<file path="src/hdl/cbp_pkg.sv">
// ----------------------------------------------------------------------------
// cbp_pkg
// Shared types, byte codes and helpers for the CBOR block message parser:
// parse phases, key codes, the classified byte word and the result word.
// ----------------------------------------------------------------------------
`default_nettype none

package cbp_pkg;

   // Longest key text accepted is KEY_BUFFER_BYTES - 1 bytes
   localparam int KEY_BUFFER_BYTES = 8;
   localparam int KEY_LEN_W        = $clog2(KEY_BUFFER_BYTES);

   // Front queue between classifier and parser
   localparam int FQ_DEPTH = 4;
   localparam int FQ_PTR_W = $clog2(FQ_DEPTH);
   localparam int FQ_CNT_W = $clog2(FQ_DEPTH + 1);

   // Result queue
   localparam int RQ_DEPTH = 2;
   localparam int RQ_PTR_W = $clog2(RQ_DEPTH);
   localparam int RQ_CNT_W = $clog2(RQ_DEPTH + 1);

   // CBOR head bytes
   localparam logic [7:0] MAP_INDEF    = 8'hBF;
   localparam logic [7:0] BREAK_CODE   = 8'hFF;
   localparam logic [7:0] MAP_DEF_LO   = 8'hA0;
   localparam logic [7:0] MAP_DEF_HI   = 8'hB7;
   localparam logic [7:0] TEXT_LO      = 8'h60;
   localparam logic [7:0] TEXT_HI      = 8'h77;
   localparam logic [7:0] UINT_IMM_MAX = 8'h17;
   localparam logic [7:0] UINT_1B      = 8'h18;
   localparam logic [7:0] UINT_2B      = 8'h19;
   localparam logic [7:0] UINT_4B      = 8'h1A;
   localparam logic [7:0] BSTR_LO      = 8'h40;
   localparam logic [7:0] BSTR_HI      = 8'h57;
   localparam logic [7:0] BSTR_1B      = 8'h58;
   localparam logic [7:0] BSTR_2B      = 8'h59;

   // Single-letter key characters
   localparam logic [7:0] CHAR_C = 8'h63;
   localparam logic [7:0] CHAR_I = 8'h69;
   localparam logic [7:0] CHAR_L = 8'h6C;
   localparam logic [7:0] CHAR_B = 8'h62;

   typedef enum logic [3:0] {
      PH_MAP_HEAD,
      PH_KEY_HEAD,
      PH_KEY_TEXT,
      PH_UINT_HEAD,
      PH_UINT_BYTES,
      PH_BSTR_HEAD,
      PH_BSTR_LEN,
      PH_BSTR_DATA,
      PH_DONE,
      PH_FAIL
   } phase_type;

   typedef enum logic [2:0] {
      KEY_NONE,
      KEY_C,
      KEY_I,
      KEY_L,
      KEY_B,
      KEY_OTHER,
      KEY_PENDING
   } key_type;

   // One input byte with its decode flags
   typedef struct packed {
      logic [7:0]           data;
      logic                 last;
      logic                 map_indef;
      logic                 map_def;
      logic                 brk;
      logic                 key_ok;
      logic [KEY_LEN_W-1:0] key_len;
      key_type              key_char;
      logic                 uint_imm;
      logic                 uint_ext;
      logic [2:0]           uint_nbytes;
      logic                 bstr_imm;
      logic                 bstr_ext;
      logic                 bstr_two;
   } class_type;

   // One result item
   typedef struct packed {
      logic               payload_valid;
      logic [7:0]         payload_byte;
      logic               done_res;
      logic               accepted;
      logic signed [31:0] block_num;
      logic signed [31:0] file_num;
      logic [15:0]        payload_count;
   } rsp_type;

   // Phase that follows a completed key
   function automatic phase_type phase_after_key(input key_type k);
      phase_type p;
      p = PH_FAIL;
      unique case (k)
         KEY_B:                    p = PH_BSTR_HEAD;
         KEY_C, KEY_I, KEY_L:      p = PH_UINT_HEAD;
         default:                  p = PH_FAIL;
      endcase
      return p;
   endfunction

endpackage

`default_nettype wire

</file>
<file path="src/hdl/cbp_front.sv">
// ----------------------------------------------------------------------------
// cbp_front
// Accepts message bytes, decodes the CBOR head classes of each byte and
// holds the decoded words in a short queue for the parser.
// ----------------------------------------------------------------------------
`default_nettype none

module cbp_front (
   input  wire logic              clock,
   input  wire logic              reset,
   input  wire logic [7:0]        req_data_byte,
   input  wire logic              req_last,
   input  wire logic              push,
   output logic                   full,
   input  wire logic              item_pop,
   output logic                   item_valid,
   output cbp_pkg::class_type     item
);
   import cbp_pkg::*;

   class_type             cls;
   class_type             store_ff [FQ_DEPTH];
   logic [FQ_PTR_W-1:0]   wr_ptr_ff, wr_ptr_in;
   logic [FQ_PTR_W-1:0]   rd_ptr_ff, rd_ptr_in;
   logic [FQ_CNT_W-1:0]   cnt_ff, cnt_in;
   logic                  do_push, do_pop;

   // Decode the byte classes
   always_comb begin
      cls             = '0;
      cls.data        = req_data_byte;
      cls.last        = req_last;
      cls.map_indef   = (req_data_byte == MAP_INDEF);
      cls.map_def     = (req_data_byte >= MAP_DEF_LO) && (req_data_byte <= MAP_DEF_HI);
      cls.brk         = (req_data_byte == BREAK_CODE);
      cls.key_ok      = (req_data_byte >= TEXT_LO) && (req_data_byte <= TEXT_HI) &&
                        (req_data_byte[4:0] < 5'(KEY_BUFFER_BYTES));
      cls.key_len     = KEY_LEN_W'(req_data_byte[4:0]);
      priority if (req_data_byte == CHAR_C) cls.key_char = KEY_C;
      else if (req_data_byte == CHAR_I)     cls.key_char = KEY_I;
      else if (req_data_byte == CHAR_L)     cls.key_char = KEY_L;
      else if (req_data_byte == CHAR_B)     cls.key_char = KEY_B;
      else                                  cls.key_char = KEY_OTHER;
      cls.uint_imm    = (req_data_byte <= UINT_IMM_MAX);
      cls.uint_ext    = (req_data_byte >= UINT_1B) && (req_data_byte <= UINT_4B);
      priority if (req_data_byte == UINT_1B) cls.uint_nbytes = 3'd1;
      else if (req_data_byte == UINT_2B)     cls.uint_nbytes = 3'd2;
      else                                   cls.uint_nbytes = 3'd4;
      cls.bstr_imm    = (req_data_byte >= BSTR_LO) && (req_data_byte <= BSTR_HI);
      cls.bstr_ext    = (req_data_byte == BSTR_1B) || (req_data_byte == BSTR_2B);
      cls.bstr_two    = (req_data_byte == BSTR_2B);
   end

   // Queue control
   always_comb begin
      full       = (cnt_ff == FQ_CNT_W'(FQ_DEPTH));
      item_valid = (cnt_ff != '0);
      do_push    = push && !full;
      do_pop     = item_pop && item_valid;
      wr_ptr_in  = do_push ? wr_ptr_ff + FQ_PTR_W'(1) : wr_ptr_ff;
      rd_ptr_in  = do_pop  ? rd_ptr_ff + FQ_PTR_W'(1) : rd_ptr_ff;
      cnt_in     = cnt_ff + FQ_CNT_W'(do_push) - FQ_CNT_W'(do_pop);
      item       = store_ff[rd_ptr_ff];
   end

   // Advance pointers
   always_ff @(posedge clock) begin
      if (reset) begin
         wr_ptr_ff <= '0;
         rd_ptr_ff <= '0;
         cnt_ff    <= '0;
      end else begin
         wr_ptr_ff <= wr_ptr_in;
         rd_ptr_ff <= rd_ptr_in;
         cnt_ff    <= cnt_in;
      end
   end

   // Write the decoded beat
   always_ff @(posedge clock) begin
      if (do_push) begin
         store_ff[wr_ptr_ff] <= cls;
      end
   end

endmodule

`default_nettype wire

</file>
<file path="src/hdl/cbp_back.sv">
// ----------------------------------------------------------------------------
// cbp_back
// Parser state machine: walks the map, keys and values one decoded byte per
// cycle unless rq_full, streams payload bytes, forms the last byte's verdict.
// ----------------------------------------------------------------------------
`default_nettype none

module cbp_back (
   input  wire logic               clock,
   input  wire logic               reset,
   input  wire logic               item_valid,
   input  wire cbp_pkg::class_type item,
   output logic                    item_pop,
   input  wire logic               rq_full,
   output logic                    rq_push,
   output cbp_pkg::rsp_type        rq_data
);
   import cbp_pkg::*;

   phase_type             phase_ff, phase_in;
   logic                  indef_ff, indef_in;
   logic [4:0]            pairs_ff, pairs_in;
   key_type               key_ff, key_in;
   logic [KEY_LEN_W-1:0]  klen_ff, klen_in;
   logic [31:0]           acc_ff, acc_in;
   logic [15:0]           left_ff, left_in;
   logic [31:0]           block_ff, block_in;
   logic [31:0]           file_ff, file_in;
   logic [15:0]           plen_ff, plen_in;
   logic                  seen_ff, seen_in;

   logic                  go;
   logic [4:0]            pairs_dec;
   phase_type             ep_phase;
   logic [4:0]            ep_pairs;
   key_type               kc;
   logic [15:0]           n_len;
   logic                  pv;
   logic                  verdict;

   assign go       = item_valid && !rq_full;
   assign item_pop = go;

   // End-of-pair step
   always_comb begin
      pairs_dec = pairs_ff - 5'd1;
      if (indef_ff) begin
         ep_phase = PH_KEY_HEAD;
         ep_pairs = pairs_ff;
      end else begin
         ep_phase = (pairs_dec == 5'd0) ? PH_DONE : PH_KEY_HEAD;
         ep_pairs = pairs_dec;
      end
   end

   // Next state
   always_comb begin
      phase_in = phase_ff;
      indef_in = indef_ff;
      pairs_in = pairs_ff;
      key_in   = key_ff;
      klen_in  = klen_ff;
      acc_in   = acc_ff;
      left_in  = left_ff;
      block_in = block_ff;
      file_in  = file_ff;
      plen_in  = plen_ff;
      seen_in  = seen_ff;
      kc       = key_ff;
      n_len    = '0;
      unique case (phase_ff)
         PH_MAP_HEAD: begin
            if (item.map_indef) begin
               indef_in = 1'b1;
               phase_in = PH_KEY_HEAD;
            end else if (item.map_def) begin
               pairs_in = item.data[4:0];
               phase_in = (item.data[4:0] == 5'd0) ? PH_DONE : PH_KEY_HEAD;
            end else begin
               phase_in = PH_FAIL;
            end
         end
         PH_KEY_HEAD: begin
            if (indef_ff && item.brk) begin
               phase_in = PH_DONE;
            end else if (item.key_ok) begin
               klen_in = item.key_len;
               if (item.key_len == '0) begin
                  key_in   = KEY_OTHER;
                  phase_in = PH_FAIL;
               end else begin
                  key_in   = (item.key_len == KEY_LEN_W'(1)) ? KEY_PENDING : KEY_OTHER;
                  phase_in = PH_KEY_TEXT;
               end
            end else begin
               phase_in = indef_ff ? PH_DONE : PH_FAIL;
            end
         end
         PH_KEY_TEXT: begin
            kc      = (key_ff == KEY_PENDING) ? item.key_char : key_ff;
            key_in  = kc;
            klen_in = klen_ff - KEY_LEN_W'(1);
            if (klen_in == '0) begin
               phase_in = phase_after_key(kc);
            end
         end
         PH_UINT_HEAD: begin
            acc_in = '0;
            if (item.uint_imm) begin
               if (key_ff == KEY_C) block_in = {24'd0, item.data};
               else if (key_ff == KEY_I) file_in = {24'd0, item.data};
               phase_in = ep_phase;
               pairs_in = ep_pairs;
            end else if (item.uint_ext) begin
               left_in  = {13'd0, item.uint_nbytes};
               phase_in = PH_UINT_BYTES;
            end else begin
               phase_in = PH_FAIL;
            end
         end
         PH_UINT_BYTES: begin
            acc_in  = {acc_ff[23:0], item.data};
            left_in = left_ff - 16'd1;
            if (left_in == 16'd0) begin
               if (key_ff == KEY_C) block_in = acc_in;
               else if (key_ff == KEY_I) file_in = acc_in;
               phase_in = ep_phase;
               pairs_in = ep_pairs;
            end
         end
         PH_BSTR_HEAD: begin
            acc_in = '0;
            if (item.bstr_imm) begin
               n_len   = {11'd0, item.data[4:0]};
               plen_in = n_len;
               seen_in = 1'b1;
               if (n_len == 16'd0) begin
                  phase_in = ep_phase;
                  pairs_in = ep_pairs;
               end else begin
                  left_in  = n_len;
                  phase_in = PH_BSTR_DATA;
               end
            end else if (item.bstr_ext) begin
               left_in  = item.bstr_two ? 16'd2 : 16'd1;
               phase_in = PH_BSTR_LEN;
            end else begin
               phase_in = PH_FAIL;
            end
         end
         PH_BSTR_LEN: begin
            acc_in  = {16'd0, acc_ff[7:0], item.data};
            left_in = left_ff - 16'd1;
            if (left_in == 16'd0) begin
               n_len   = acc_in[15:0];
               plen_in = n_len;
               seen_in = 1'b1;
               if (n_len == 16'd0) begin
                  phase_in = ep_phase;
                  pairs_in = ep_pairs;
               end else begin
                  left_in  = n_len;
                  phase_in = PH_BSTR_DATA;
               end
            end
         end
         PH_BSTR_DATA: begin
            left_in = left_ff - 16'd1;
            if (left_in == 16'd0) begin
               phase_in = ep_phase;
               pairs_in = ep_pairs;
            end
         end
         PH_DONE, PH_FAIL: begin
         end
         default: begin
         end
      endcase
   end

   // Result word
   always_comb begin
      pv      = (phase_ff == PH_BSTR_DATA);
      verdict = 1'b0;
      if (item.last) begin
         if (phase_in == PH_DONE) begin
            verdict = indef_in ? seen_in : (seen_in && !block_in[31]);
         end else if (indef_in && (phase_in == PH_KEY_HEAD || phase_in == PH_KEY_TEXT)) begin
            verdict = seen_in;
         end
      end
      rq_push               = go && (pv || item.last);
      rq_data.payload_valid = pv;
      rq_data.payload_byte  = pv ? item.data : 8'd0;
      rq_data.done_res      = item.last;
      rq_data.accepted      = verdict;
      rq_data.block_num     = $signed(block_in);
      rq_data.file_num      = $signed(file_in);
      rq_data.payload_count = plen_in;
   end

   // Hold state; return to reset after the last beat
   always_ff @(posedge clock) begin
      if (reset || (go && item.last)) begin
         phase_ff <= PH_MAP_HEAD;
         indef_ff <= 1'b0;
         pairs_ff <= '0;
         key_ff   <= KEY_NONE;
         klen_ff  <= '0;
         acc_ff   <= '0;
         left_ff  <= '0;
         block_ff <= '1;
         file_ff  <= '0;
         plen_ff  <= '0;
         seen_ff  <= 1'b0;
      end else if (go) begin
         phase_ff <= phase_in;
         indef_ff <= indef_in;
         pairs_ff <= pairs_in;
         key_ff   <= key_in;
         klen_ff  <= klen_in;
         acc_ff   <= acc_in;
         left_ff  <= left_in;
         block_ff <= block_in;
         file_ff  <= file_in;
         plen_ff  <= plen_in;
         seen_ff  <= seen_in;
      end
   end

   // A message's last beat returns the parser to the map head
   a_last_restarts : assert property (@(posedge clock) disable iff (reset)
      (go && item.last) |=> (phase_ff == PH_MAP_HEAD))
      else $error("parser did not restart after last beat");

   // Payload streaming always has bytes outstanding
   a_data_left : assert property (@(posedge clock) disable iff (reset)
      (phase_ff == PH_BSTR_DATA) |-> (left_ff != 16'd0))
      else $error("payload phase with no bytes left");

   // At the map head no message state survives
   a_head_clean : assert property (@(posedge clock) disable iff (reset)
      (phase_ff == PH_MAP_HEAD) |-> (!seen_ff && !indef_ff && (block_ff == '1)))
      else $error("stale state at map head");

endmodule

`default_nettype wire

</file>
<file path="src/hdl/cbp_rsp_queue.sv">
// ----------------------------------------------------------------------------
// cbp_rsp_queue
// Result queue: holds finished result words until the receiver pops them,
// so the parser keeps running while a result waits.
// ----------------------------------------------------------------------------
`default_nettype none

module cbp_rsp_queue (
   input  wire logic              clock,
   input  wire logic              reset,
   input  wire logic              rq_push,
   input  wire cbp_pkg::rsp_type  rq_data,
   output logic                   rq_full,
   output logic                   empty,
   input  wire logic              pop,
   output cbp_pkg::rsp_type       rsp_data
);
   import cbp_pkg::*;

   rsp_type               store_ff [RQ_DEPTH];
   logic [RQ_PTR_W-1:0]   wr_ptr_ff, wr_ptr_in;
   logic [RQ_PTR_W-1:0]   rd_ptr_ff, rd_ptr_in;
   logic [RQ_CNT_W-1:0]   cnt_ff, cnt_in;
   logic                  do_push, do_pop;

   // Queue control
   always_comb begin
      rq_full   = (cnt_ff == RQ_CNT_W'(RQ_DEPTH));
      empty     = (cnt_ff == '0);
      do_push   = rq_push && !rq_full;
      do_pop    = pop && !empty;
      wr_ptr_in = do_push ? wr_ptr_ff + 1'b1 : wr_ptr_ff;
      rd_ptr_in = do_pop  ? rd_ptr_ff + 1'b1 : rd_ptr_ff;
      cnt_in    = cnt_ff + RQ_CNT_W'(do_push) - RQ_CNT_W'(do_pop);
      rsp_data  = store_ff[rd_ptr_ff];
   end

   // Advance pointers
   always_ff @(posedge clock) begin
      if (reset) begin
         wr_ptr_ff <= '0;
         rd_ptr_ff <= '0;
         cnt_ff    <= '0;
      end else begin
         wr_ptr_ff <= wr_ptr_in;
         rd_ptr_ff <= rd_ptr_in;
         cnt_ff    <= cnt_in;
      end
   end

   // Write the result beat
   always_ff @(posedge clock) begin
      if (do_push) begin
         store_ff[wr_ptr_ff] <= rq_data;
      end
   end

endmodule

`default_nettype wire

</file>
<file path="src/hdl/cbor_block_message_parser_core.sv">
// ----------------------------------------------------------------------------
// cbor_block_message_parser_core
// Byte-serial CBOR map parser for block transfer messages.
//
// Input channel: one message byte per beat (req_data_byte, req_last), taken
// when push is high and full is low. req_last marks the final byte.
// Result channel: a result word is offered while empty is low and taken when
// pop is high. A result is produced for every payload byte of the "b" string
// and for the last byte of a message, which also carries the verdict and the
// decoded block number, file number and payload length. Other bytes give no
// result.
// Throughput: one byte per cycle, sustained while the result queue has room;
// the parser state machine takes one decoded byte each cycle, holding while
// the result queue is full. A byte is written into the input queue, parsed
// from its head, and its result is written into the result queue.
// A four-entry queue after the byte classifier and a two-entry result queue
// let either side stall: when pop stays low, the result queue fills, the
// parser holds, and full rises once the input queue is full.
// Reset clears both queues and returns the parser to expect a map head; the
// same parser state is restored after every last byte.
// ----------------------------------------------------------------------------
`default_nettype none

module cbor_block_message_parser_core (
   input  wire logic         clock,
   input  wire logic         reset,
   input  wire logic [7:0]   req_data_byte,
   input  wire logic         req_last,
   input  wire logic         push,
   output logic              full,
   output logic              empty,
   input  wire logic         pop,
   output logic              rsp_payload_valid,
   output logic [7:0]        rsp_payload_byte,
   output logic              rsp_done_res,
   output logic              rsp_accepted,
   output logic signed [31:0] rsp_block_num,
   output logic signed [31:0] rsp_file_num,
   output logic [15:0]       rsp_payload_count
);
   import cbp_pkg::*;

   class_type  item;
   logic       item_valid;
   logic       item_pop;
   logic       rq_full;
   logic       rq_push;
   rsp_type    rq_data;
   rsp_type    rsp_data;

   cbp_front u_front (
      .clock         (clock),
      .reset         (reset),
      .req_data_byte (req_data_byte),
      .req_last      (req_last),
      .push          (push),
      .full          (full),
      .item_pop      (item_pop),
      .item_valid    (item_valid),
      .item          (item)
   );

   cbp_back u_back (
      .clock      (clock),
      .reset      (reset),
      .item_valid (item_valid),
      .item       (item),
      .item_pop   (item_pop),
      .rq_full    (rq_full),
      .rq_push    (rq_push),
      .rq_data    (rq_data)
   );

   cbp_rsp_queue u_rsp_queue (
      .clock    (clock),
      .reset    (reset),
      .rq_push  (rq_push),
      .rq_data  (rq_data),
      .rq_full  (rq_full),
      .empty    (empty),
      .pop      (pop),
      .rsp_data (rsp_data)
   );

   // Unpack the result word
   assign rsp_payload_valid = rsp_data.payload_valid;
   assign rsp_payload_byte  = rsp_data.payload_byte;
   assign rsp_done_res      = rsp_data.done_res;
   assign rsp_accepted      = rsp_data.accepted;
   assign rsp_block_num     = rsp_data.block_num;
   assign rsp_file_num      = rsp_data.file_num;
   assign rsp_payload_count = rsp_data.payload_count;

endmodule

`default_nettype wire

</file>
<file path="config.mk">
export PLATFORM = sky130hd
export DESIGN_NAME = cbor_block_message_parser_core
export DESIGN_NICKNAME = d
export VERILOG_FILES = /design/src/hdl/cbp_pkg.sv /design/src/hdl/cbp_front.sv /design/src/hdl/cbp_back.sv /design/src/hdl/cbp_rsp_queue.sv /design/src/hdl/cbor_block_message_parser_core.sv
export SDC_FILE = /design/constraint.sdc
export NUM_CORES = 1
export LEC_CHECK = 0
export ABC_AREA = 1
export BUFFER_PORTS_ARGS = -buffer_cell sky130_fd_sc_hd__clkbuf_2
export CAP_MARGIN = 20
export CORE_MARGIN = 2
export CORE_UTILIZATION = 25
export CTS_CLUSTER_SIZE = 14
export DETAILED_ROUTE_END_ITERATION = 10
export PLACE_DENSITY = 0.43
export SETUP_SLACK_MARGIN = 0.3
export SLEW_MARGIN = 5
export SYNTH_ARGS = -nofsm -noshare
export SYNTH_HDL_FRONTEND = slang
export SYNTH_SLANG_ARGS = --single-unit
export TNS_END_PERCENT = 30
</file>
<file path="constraint.sdc">
create_clock -name clock -period 6.3 [get_ports clock]
set_clock_uncertainty 0.15 [all_clocks]
set_input_delay 1.26 -clock clock [delete_from_list [all_inputs] [get_ports clock]]
set_output_delay 1.26 -clock clock [all_outputs]
set_load 0.03 [all_outputs]
</file>
## Yosys cells after proc, flatten, opt, wreduce, memory -nomap -nowiden

Memory sizes are Yosys's and may differ from the RTL's. A register that Yosys moved wholly into a read port is not among the register bits.
Index checks and enable logic that the tools add are counted.

- Bits in registers: 148
- RAM bits: 290
- Input bits: 13
- Memories: 2

Memories:

| memory | depth | bits a word | read ports | clocked after Yosys merged registers in | write ports | RTL line | source |
|---|---|---|---|---|---|---|---|
| u_rsp_queue.store_ff | 2 | 91 | 1 | 1 | 1 | cbp_rsp_queue.sv:20 | `rsp_type store_ff [RQ_DEPTH];` |
| u_front.store_ff | 4 | 27 | 1 | 1 | 1 | cbp_front.sv:22 | `class_type store_ff [FQ_DEPTH];` |

- Add/sub/neg operators: 11
- Order comparisons: 10
- Equality and inequality tests: 44
- Muxes and demuxes: 88
- Reduce and logical (&&, ||, !) cells: 43

Operator list:

| operator | count |
|---|---|
| 2-to-1 mux 32 bit | 10 |
| 2-to-1 mux 16 bit | 9 |
| one-hot mux 32 bit (2 select lines) | 2 |
| one-hot mux 24 bit (3 select lines) | 1 |
| 2-to-1 mux 4 bit | 17 |
| one-hot mux 16 bit (4 select lines) | 1 |
| equality test 8 x 7 -> 1 bit (second input constant) | 6 |
| 2-to-1 mux 5 bit | 9 |
| 2-to-1 mux 3 bit | 11 |
| logical NOT 16 bit | 2 |
| one-hot mux 16 bit (2 select lines) | 1 |
| one-hot mux 4 bit (7 select lines) | 1 |
| one-hot mux 5 bit (5 select lines) | 1 |
| equality test 4 x 3 -> 1 bit (second input constant) | 4 |
| equality test 8 x 5 -> 1 bit (second input constant) | 2 |
| equality test 8 bit (second input constant) | 2 |
| greater-or-equal comparator 8 x 7 -> 1 bit (second input constant) | 2 |
| less-or-equal comparator 8 x 5 -> 1 bit (second input constant) | 2 |
| less-or-equal comparator 8 x 7 -> 1 bit (second input constant) | 2 |
| 2-to-1 mux 1 bit | 16 |
| != test 2 bit (second input constant) | 8 |
| subtractor 16 x 1 -> 16 bit (second input constant) | 1 |
| logical AND 1 bit | 15 |
| equality test 4 x 2 -> 1 bit (second input constant) | 3 |
| 41 further kinds | 68 |

## Depth between registers and ports, before layout

- Depth after elaboration: 13
- Mapped depth: 22
- Gate-level depth less buffers: 21

## Cells and area by module

From an unflattened synthesis, not the netlist that was laid out.

- Cell total of the unflattened synthesis: 2015
- Area total of the unflattened synthesis: 20049.2 um^2

Modules (own cells, without submodules):

| module | instances | cells an instance | area each (um^2) | sequential area each (um^2) |
|---|---|---|---|---|
| cbp_back | 1 | 1325 | 8431.8 | 2742.6 |
| cbp_rsp_queue | 1 | 322 | 7270.7 | 5565.3 |
| cbp_front | 1 | 368 | 4346.7 | 3062.9 |

## Least setup slack after synthesis

Ideal clock, no wire load.

- Kind: reg2reg
- From: register (tool-made name)
- To: memory u_rsp_queue.store_ff[1][0] (netlist bit) (enable)
- Library setup time: 0.543 ns
- Arrival time: 5.081 ns
- Required time: 5.607 ns
- Slack: 0.525 ns
- Cell stages (with the launch flop): 11
- Buffers on the path: 3
- Period minus slack after synthesis: 5.775 ns
- Path through: dfxtp_1 inv_2 buf_4 buf_2 buf_2 nand2_1 nand3_1 nand2_1 inv_1 o21ai_0 nor2_1

RTL lines:

| item | RTL line |
|---|---|
| end, declared | cbp_rsp_queue.sv:20 |

==> run_results.csv <==
group,metric,value,unit
synth,synthArstFlopShare,0,%
critical_path,critPathMaxFanout,50,
synth,synthCells,1989,
synth,ys_ff_latch,429,
sta,setup_viol,0,
status,outcome,"finished, final reports clean",
power,sequentialPowerShare,35.1,%
cts,h-tree-depth,2,
floorplanning,top_level_ports,106,
cts,cts_tree,"built",
power,power_density,543,nW/um2
cells_and_area,finalNetCount,2105,
global_route,grt_pass1_vias,13593,
power,swShare,43.1,%
synth,syn_avg_cell_area,9.78,um2
cts,clk_pin_slew_worst_paths,0.06,ns
floorplanning,core-area,77200,um2
cells_and_area,drive_gt1_share,19.8,%
sta,period_needed,4.14,ns
power,power.leakage,8.76,nW
cells_and_area,final_area,22600,um2
routing,vias,14057,
placed_design,place.gp.congestion,0.817,
cells_and_area,stdcell_count,3156,
floorplanning,start_util,25.2,%
critical_path,critical_path_class,"reg -> out",
run,max-cap-violations,0,
hold_path,worst_hold_path_type,"reg -> reg",
floorplanning,fp.dieH,283,um
sta,rsz0062_at_grt,"false",
routing,wl,55000,um
cts,cts-resized-gates,0,
synth,syn_nets,2017,
cts,post-cts-setup-buffer-count,0,
cells_and_area,fin_util,29.2,%
sta,tightest_slew,1.08,ns
synth,synth-edff-count,278,
cts,cts_root_buffer,"clkbuf_16",
power,combPwrFrac,43.0,%
power,intPower,0.00697,W
critical_path,start_kind,"flip-flop",
synth,netlist.area_leader.share,42.9,%
cts,cts_hold_buf,0,
synth,postSynth.topFlopCell,"edfxtp_1",
power,power_frac_clock,21.9,%
synth,synth.largest_area_cell,"edfxtp_1",
synth,ys_warn_count,0,
cts,clock_sinks,429,
critical_path,required,4.89,ns
floorplanning,die_x,283,um
routing,post_drt_wl_per_cell,17.4,um
sta,drv_slew,0,
cts,insertion_delay,0.60,ns
global_route,antenna_found_initial,1,
sta,finalCritPeriodShare,65.7,%
cts,cts_buffers,48,
global_route,grt_overflow_total,0,
power,peakVddDrop,0.000288,V
placed_design,dp_hpwl,37200,um
routing,drtIter0Drc,835,
global_route,grt_util_all_layers,13.6,%
sta,tns,0,ns
routing,post-route-drc-count,0,
routing,via_per_inst,4.45,
placed_design,pre_cts_slack,2.14,ns
routing,ant_nets,0,
sta,max_freq,242,MHz
placed_design,place_area,21100,um2
critical_path,arrival,2.73,ns
floorplanning,die_area,80000,um2
power,p_switching,0.00528,W
synth,synth.yosys.seq_area_share,58.5,%
synth,netlist_area,19400,um2
cts,clockBufferDepth,3,
synth,ys_types,51,
critical_path,endpoint_kind,"output pin",
placed_design,port_buffers,105,
global_route,grt_pass1_wl,82500,um
global_route,grt_max_degree,91,
floorplanning,fp-row-count,102,
sta,setup_slack,2.16,ns
routing,dr.pass1.iters,5,
synth,ys_top_cells_by_area,"edfxtp_1 (43%), dfxtp_1 (16%), nand2_1 (7.7%), mux2_2 (5.3%), nor2_1 (3.9%)",
sta,maxSlewHeadroom,26.2,%
cells_and_area,num_antenna_cells,0,
sta,hold_viol,0,
placed_design,dp.cells,3066,
cells_and_area,area_delta_synth_final,16.1,%
-- state kept, by name (all words and copies together) (netlist names), named ones only --
name                   cells
u_rsp_queue.store_ff     182
u_front.store_ff          96
u_back.block_ff           32
u_back.file_ff            32
u_back.acc_ff             24
u_back.left_ff            16
u_back.plen_ff            16
u_back.pairs_ff            5
u_back.phase_ff            4
u_back.key_ff              3
u_back.klen_ff             3
u_front.cnt_ff             3
u_front.rd_ptr_ff          2
u_front.wr_ptr_ff          2
u_rsp_queue.cnt_ff         2
u_back.indef_ff            1
u_back.seen_ff             1
u_rsp_queue.rd_ptr_ff      1
u_rsp_queue.wr_ptr_ff      1
-- critical path, stage by stage (launching register included) --
cell,delay [ns]
dfxtp_4,0.81
buf_4,0.62
mux2_2,0.42
clkbuf_2,0.19
-- layout make-up --
type,count,area (um2)
Clock buffer,59,1260
Tap cell,1040,1300
Sequential cell,429,11400
Fill cell,7994,54600
Clock inverter,30,231
Timing Repair Buffer,122,686
Multi-Input combinational cell,1272,6950
Inverter,204,767
-- layout by cell type (no fill, tap or decap), types with 11 or more instances in the layout --
master	count
buf_4	14
o21ai_0	85
dfxtp_1	150
o21ai_1	53
clkinv_1	16
clkbuf_16	49
inv_2	16
a211oi_1	18
o21ai_2	57
nand2_1	399
nand2_2	30
nor2_2	13
ha_1	14
nor2_1	196
nand3_1	88
o211ai_1	19
clkbuf_2	105
edfxtp_1	278
nor2_4	11
inv_1	186
a21oi_1	122
mux2_2	91
-- cell usage after synthesis (all sizes together), types with 5 or more instances --
cell,n
dfxtp,151
nor4,6
nand2,431
a21oi,123
o211ai,19
edfxtp,278
nor3,13
mux2,91
nand3,92
buf,39
nand4,9
o21ai,197
nor2,221
ha,14
clkbuf,45
a211oi,18
inv,202
nor3b,5
nand3b,6
-- per-layer routing --
layer / global-route usage [%] / wire, um / part of all wire, %
met1: 17.2 / 24000 / 44
met2: 23.3 / 27000 / 49
met3: 2.05 / 2330 / 4.2
met4: 4.95 / 1750 / 3.2
met5: 0 / 0 / 0
-- logic make-up after synthesis --
family | synth area share (%)
buf+inv | 6.12
mux | 5.27
compound gates | 11.6
fa+ha+maj | 1.00
xor+xnor | 0.225
simple gates | 17.3
flops | 58.5
-- per-stage QoR --
stage | power (W) | hold slack (ns)
after floorplan | 0.00806 | 0.287
final | 0.0123 | 0.315
after global placement | 0.00966 | 0.297
after CTS | 0.0125 | 0.316
after global routing | 0.0131 | 0.334
after detailed placement | 0.00973 | 0.301
-- power groups by stage --
stage | combinational (W) | sequential, W | clock (W)
6_report | 0.00527 | 0.00430 | 0.00269
5_1_grt | 0.00585 | 0.00438 | 0.00287
4_1_cts | 0.00539 | 0.00431 | 0.00277
3_5_place_dp | 0.00537 | 0.00436 | 0
3_3_place_gp | 0.00532 | 0.00434 | 0
2_1_floorplan | 0.00376 | 0.00431 | 0
-- path summary, 6_finish.rpt --
path                                   start                         endpoint  slack [ns]  cells after the start
max                                flip-flop             rsp_payload_count[4]        2.16                      3
min reg2reg  u_back.block_ff[8]$_SDFFE_PP1P_  u_back.block_ff[8]$_SDFFE_PP1P_        0.32                      2
min          u_back.block_ff[8]$_SDFFE_PP1P_  u_back.block_ff[8]$_SDFFE_PP1P_        0.32                      2
max reg2reg                        flip-flop  u_back.plen_ff[11]$_SDFFE_PP0P_        2.17                     13
No activity file was read; power rests on OpenSTA's default activity.
